$ cat config.mk
export PLATFORM = sky130hd
export DESIGN_NAME = ffba_ram
export DESIGN_NICKNAME = d
export VERILOG_FILES = /design/src/rtl/core/ffba_ram.sv
export SDC_FILE = /design/constraint.sdc
export NUM_CORES = 1
export LEC_CHECK = 0
export BUFFER_PORTS_ARGS = -buffer_cell sky130_fd_sc_hd__buf_2
export CELL_PAD_IN_SITES_DETAIL_PLACEMENT = 0
export CELL_PAD_IN_SITES_GLOBAL_PLACEMENT = 1
export CORE_MARGIN = 4
export CORE_UTILIZATION = 48
export CTS_CLUSTER_DIAMETER = 60
export DETAILED_ROUTE_END_ITERATION = 6
export HOLD_SLACK_MARGIN = 0.08
export PLACE_DENSITY = 0.74
export SYNTH_ARGS = -nofsm -noshare
export SYNTH_HDL_FRONTEND = slang
export SYNTH_SLANG_ARGS = --single-unit
$ cat constraint.sdc
create_clock -name clk -period 1.7 [get_ports clk]
set_input_delay 0.17 -clock clk [delete_from_list [all_inputs] [get_ports clk]]
set_output_delay 0.17 -clock clk [all_outputs]
set_load 0.02 [all_outputs]
$ cat src/rtl/core/ffba_ram.sv
// Generic single-port RAM with registered read.
`default_nettype none
module ffba_ram #(
  parameter int unsigned WIDTH = 8,
  parameter int unsigned DEPTH = 16
) (
  input  wire logic                     clk,
  input  wire logic                     we,
  input  wire logic [$clog2(DEPTH)-1:0] addr,
  input  wire logic [WIDTH-1:0]         wdata,
  output logic      [WIDTH-1:0]         rdata
);

  logic [WIDTH-1:0] mem_r [DEPTH];

  always_ff @(posedge clk) begin
    if (we) begin
      mem_r[addr] <= wdata;
    end
    rdata <= mem_r[addr];
  end

endmodule
`default_nettype wire

==> metrics.log <==
INFO  metric reg2reg_to = rdata[5]
INFO  metric leakage = 2.139 nW
INFO  metric synth_mux_area_share = 14.22%
INFO  metric worst_setup_path_end = rdata[5]
INFO  metric synth.avg_cell_area = 22.03 sq um
INFO  metric drt-initial-drc-count = 206
INFO  metric report.final.slew_viol_count = 0
INFO  metric final_cell_mix = 128 x sky130_fd_sc_hd__edfxtp_1, 32 x sky130_fd_sc_hd__mux4_2, 25 x sky130_fd_sc_hd__buf_4, 21 x sky130_fd_sc_hd__buf_2
INFO  metric cp_max_fo = 1
INFO  metric unrepaired_setup_endpoints_after_global_routing = no
INFO  metric setup_tns = 0 ps
INFO  metric worst_hold_slack = 255.3 ps
INFO  metric start_kind = register
INFO  metric placement.io_buffers = 21
INFO  metric first_global_vias = 2599
INFO  metric synth.ff_latch_count = 136
INFO  metric core.rowCount = 37
INFO  metric tritoncts = built
INFO  metric cell_area_after_technology_mapping = 5067 sq um
INFO  metric floorplan.initialDensity = 49.08%
INFO  metric worst-endpoint-required = 2090 ps
INFO  metric netSwitchingFraction = 18.98%
INFO  metric routed_wirelength = 9.717 mm
INFO  metric simple_logic_cell_fraction_of_the_synthesized_area = 3.210%
INFO  metric final_layout_size_suffix_gt1_share = 36.36%
INFO  metric routabilityCongestion = 0.7309
INFO  metric total_gr_overflow = 0
INFO  metric power.density = 1315 nW/um^2
INFO  metric critPathArrivalTime = 1810 ps
INFO  metric drt_pass1_iterations = 4
INFO  metric grt_usage = 17.42%
INFO  metric antenna_left = 0
INFO  metric core-area = 10320 sq um
INFO  metric final_core_util = 60.83%
INFO  metric post_layout_nets = 309
INFO  metric drv_cap = 0
INFO  metric instances_no_fill = 444
INFO  metric min_period_over_period = 83.71%
INFO  metric cts_root_buffer = sky130_fd_sc_hd__clkbuf_8
INFO  metric dp.final_hpwl = 6.197 mm
INFO  metric worst_skew_pair.late_latency = 530 ps
INFO  metric antenna_cells_inserted = 0
INFO  metric htree_num_levels = 4
INFO  metric chipWidth = 110.7 microns
INFO  metric fin_crit = 1423 ps
INFO  metric cts_made_buffers = 17
INFO  metric cts_max_path_buffers = 2
INFO  metric global_route_wire_length_before_repair = 15.53 mm
INFO  metric warnings_synthesis = 0
INFO  metric clockPowerShare = 49.5%
INFO  metric synth_net_count = 244
INFO  metric dieHeight = 110.7 microns
INFO  metric worst_setup_path_end_kind = register
INFO  metric r2r.worst_path.cells = 3
INFO  metric yosys.area_share.adder = 0%
INFO  metric ir_drop = 558.6 uV
INFO  metric synth_compound_gate_area_share = 2.370%
INFO  metric syn2layout_area_growth = 23.93%
INFO  metric internal_power = 6.691 mW
INFO  metric power = 8.258 mW
INFO  metric max-slew-margin-rel = 75.52%
INFO  metric cts-resized-gates = 0
INFO  metric power_frac_seq = 45.7%
INFO  metric wire_per_inst = 21.89 microns
INFO  metric ioPinCount = 22
INFO  metric finalHoldViolCount = 0
INFO  metric syn_inst = 230
INFO  metric final.setup_skew = 21.82 ps
INFO  metric setup.reg_to_reg.worst_slack = 280 ps
INFO  metric synthXorXnorAreaFrac = 0%
INFO  metric die-area = 12260 sq um
INFO  metric r2r-start = mem_r[0][5]
INFO  metric clk_pin_slew_worst_paths = 60 ps
INFO  metric transition_time_of_the_tightest_slew_check_pin = 367.1 ps
INFO  metric worst-setup-path-type = reg2reg
INFO  metric clock-sinks = 136
INFO  metric power.share.combinational = 4.8%
INFO  metric vias = 2446
INFO  metric maximum_number_of_pins_on_one_net_before_global_route_repair = 33
INFO  metric initial_antenna_violation_count = 0
INFO  metric p_sw = 1.567 mW
INFO  metric run_status = finished, final reports clean
INFO  metric dp.cells = 404
INFO  metric max_clk_rate = 702.7 MHz
INFO  metric drt-vias-per-instance = 5.509
INFO  metric drc_errors = 0
INFO  metric number_of_failing_setup_endpoints_in_the_final_timing_report = 0
INFO  metric critical_path.startpoint = mem_r[0][5]
INFO  metric hold_path_class = in2reg
INFO  metric ys_seq_area_share = 79.01%
INFO  metric yosysUniqueCellTypes = 18
INFO  metric layout_commonest_cell = sky130_fd_sc_hd__edfxtp_1
INFO  metric synth_top_family_by_area = multiplexers
## power groups by stage
stage	sequential (mW)	combinational, mW	clock (mW)
2_1_floorplan	3.86	0.193	0
3_5_place_dp	3.84	0.390	0
5_1_grt	3.78	0.435	4.35
6_report	3.77	0.399	4.09
4_1_cts	3.77	0.407	4.14
3_3_place_gp	3.84	0.384	0
## through the flow
stage / worst slack, ps / area (sq um)
after global routing: 256.0 / 6280
after floorplan: 36.99 / 5067
final: 276.9 / 6280
after CTS: 318.7 / 6280
after global placement: 80.87 / 5530
after detailed placement: 73.63 / 5530
## worst max-delay path: stages, from the launching register on
cell and delay, ps:
sky130_fd_sc_hd__edfxtp_1 370, sky130_fd_sc_hd__mux4_2 470, sky130_fd_sc_hd__a22oi_1 340, sky130_fd_sc_hd__nand2_1 100
## cell families (layout without fill, tap and decap cells)
group                  Yosys count  in the layout
and+or+nand+nor                 35             35
muxes                           32             32
DFF                            136            136
buffers and inverters           11             89
AOI/OAI and AO/OA               16             16
## cells in the mapped netlist
| master | n | area [sq um] |
|---|---|---|
| sky130_fd_sc_hd__dfxtp_1 | 8 | 160.2 |
| sky130_fd_sc_hd__nor2_1 | 13 | 48.80 |
| sky130_fd_sc_hd__or3b_2 | 1 | 8.760 |
| sky130_fd_sc_hd__clkbuf_1 | 2 | 7.510 |
| sky130_fd_sc_hd__nand2_1 | 9 | 33.78 |
| sky130_fd_sc_hd__nor3_1 | 4 | 20.02 |
| sky130_fd_sc_hd__and2_1 | 1 | 6.260 |
| sky130_fd_sc_hd__edfxtp_1 | 128 | 3844 |
| sky130_fd_sc_hd__nand3_1 | 1 | 5.000 |
| sky130_fd_sc_hd__mux4_2 | 32 | 720.7 |
| sky130_fd_sc_hd__clkbuf_2 | 1 | 5.000 |
| sky130_fd_sc_hd__buf_2 | 2 | 10.01 |
| sky130_fd_sc_hd__a22oi_1 | 16 | 120.1 |
| sky130_fd_sc_hd__nand3b_1 | 2 | 15.01 |
| sky130_fd_sc_hd__nor2b_1 | 2 | 12.51 |
| sky130_fd_sc_hd__nand2b_1 | 2 | 12.51 |
| sky130_fd_sc_hd__buf_6 | 2 | 22.52 |
| sky130_fd_sc_hd__buf_1 | 4 | 15.01 |
## routing by layer
layer	track usage [%]	part of all wire, %	vias to the layer above
met5	0	0	-
met4	5.829	1.6	0
met3	5.841	6.0	12
met2	27.59	52	76
met1	22.83	40	1267
li1	-	-	1091
## registers in the layout, indices dropped and copies added (netlist names)
| signal | count |
|---|---|
| mem_r | 128 |
| rdata | 8 |
## worst min path at each step
stage             start            to  slack (ps)  cells after the start
3_5_place_dp   wdata[2]  mem_r[11][2]         570                      1
3_3_place_gp   wdata[1]   mem_r[8][1]         560                      1
5_1_grt         addr[3]      rdata[2]         270                      5
6_report        addr[3]      rdata[2]         260                      5
2_1_floorplan  wdata[0]   mem_r[0][0]         270                      0
4_1_cts         addr[3]      rdata[2]         230                      5
## area by class of cell
type	instances	area, sq um
timing repair buffer	57	432.9
sequential	136	4004
tap	136	170.2
clock buffer	21	449.2
multi-input combinational	83	1003
fill	689	4044
clock inverter	11	220.2
## timing repair
item | in CTS | in global routing
setup endpoints to repair | 0 | 0
hold buffers | 8 | 0
setup buffers | 0 | 0
hold endpoints to repair | 128 | 0
Note: power is estimated with default switching activity, not from simulation.
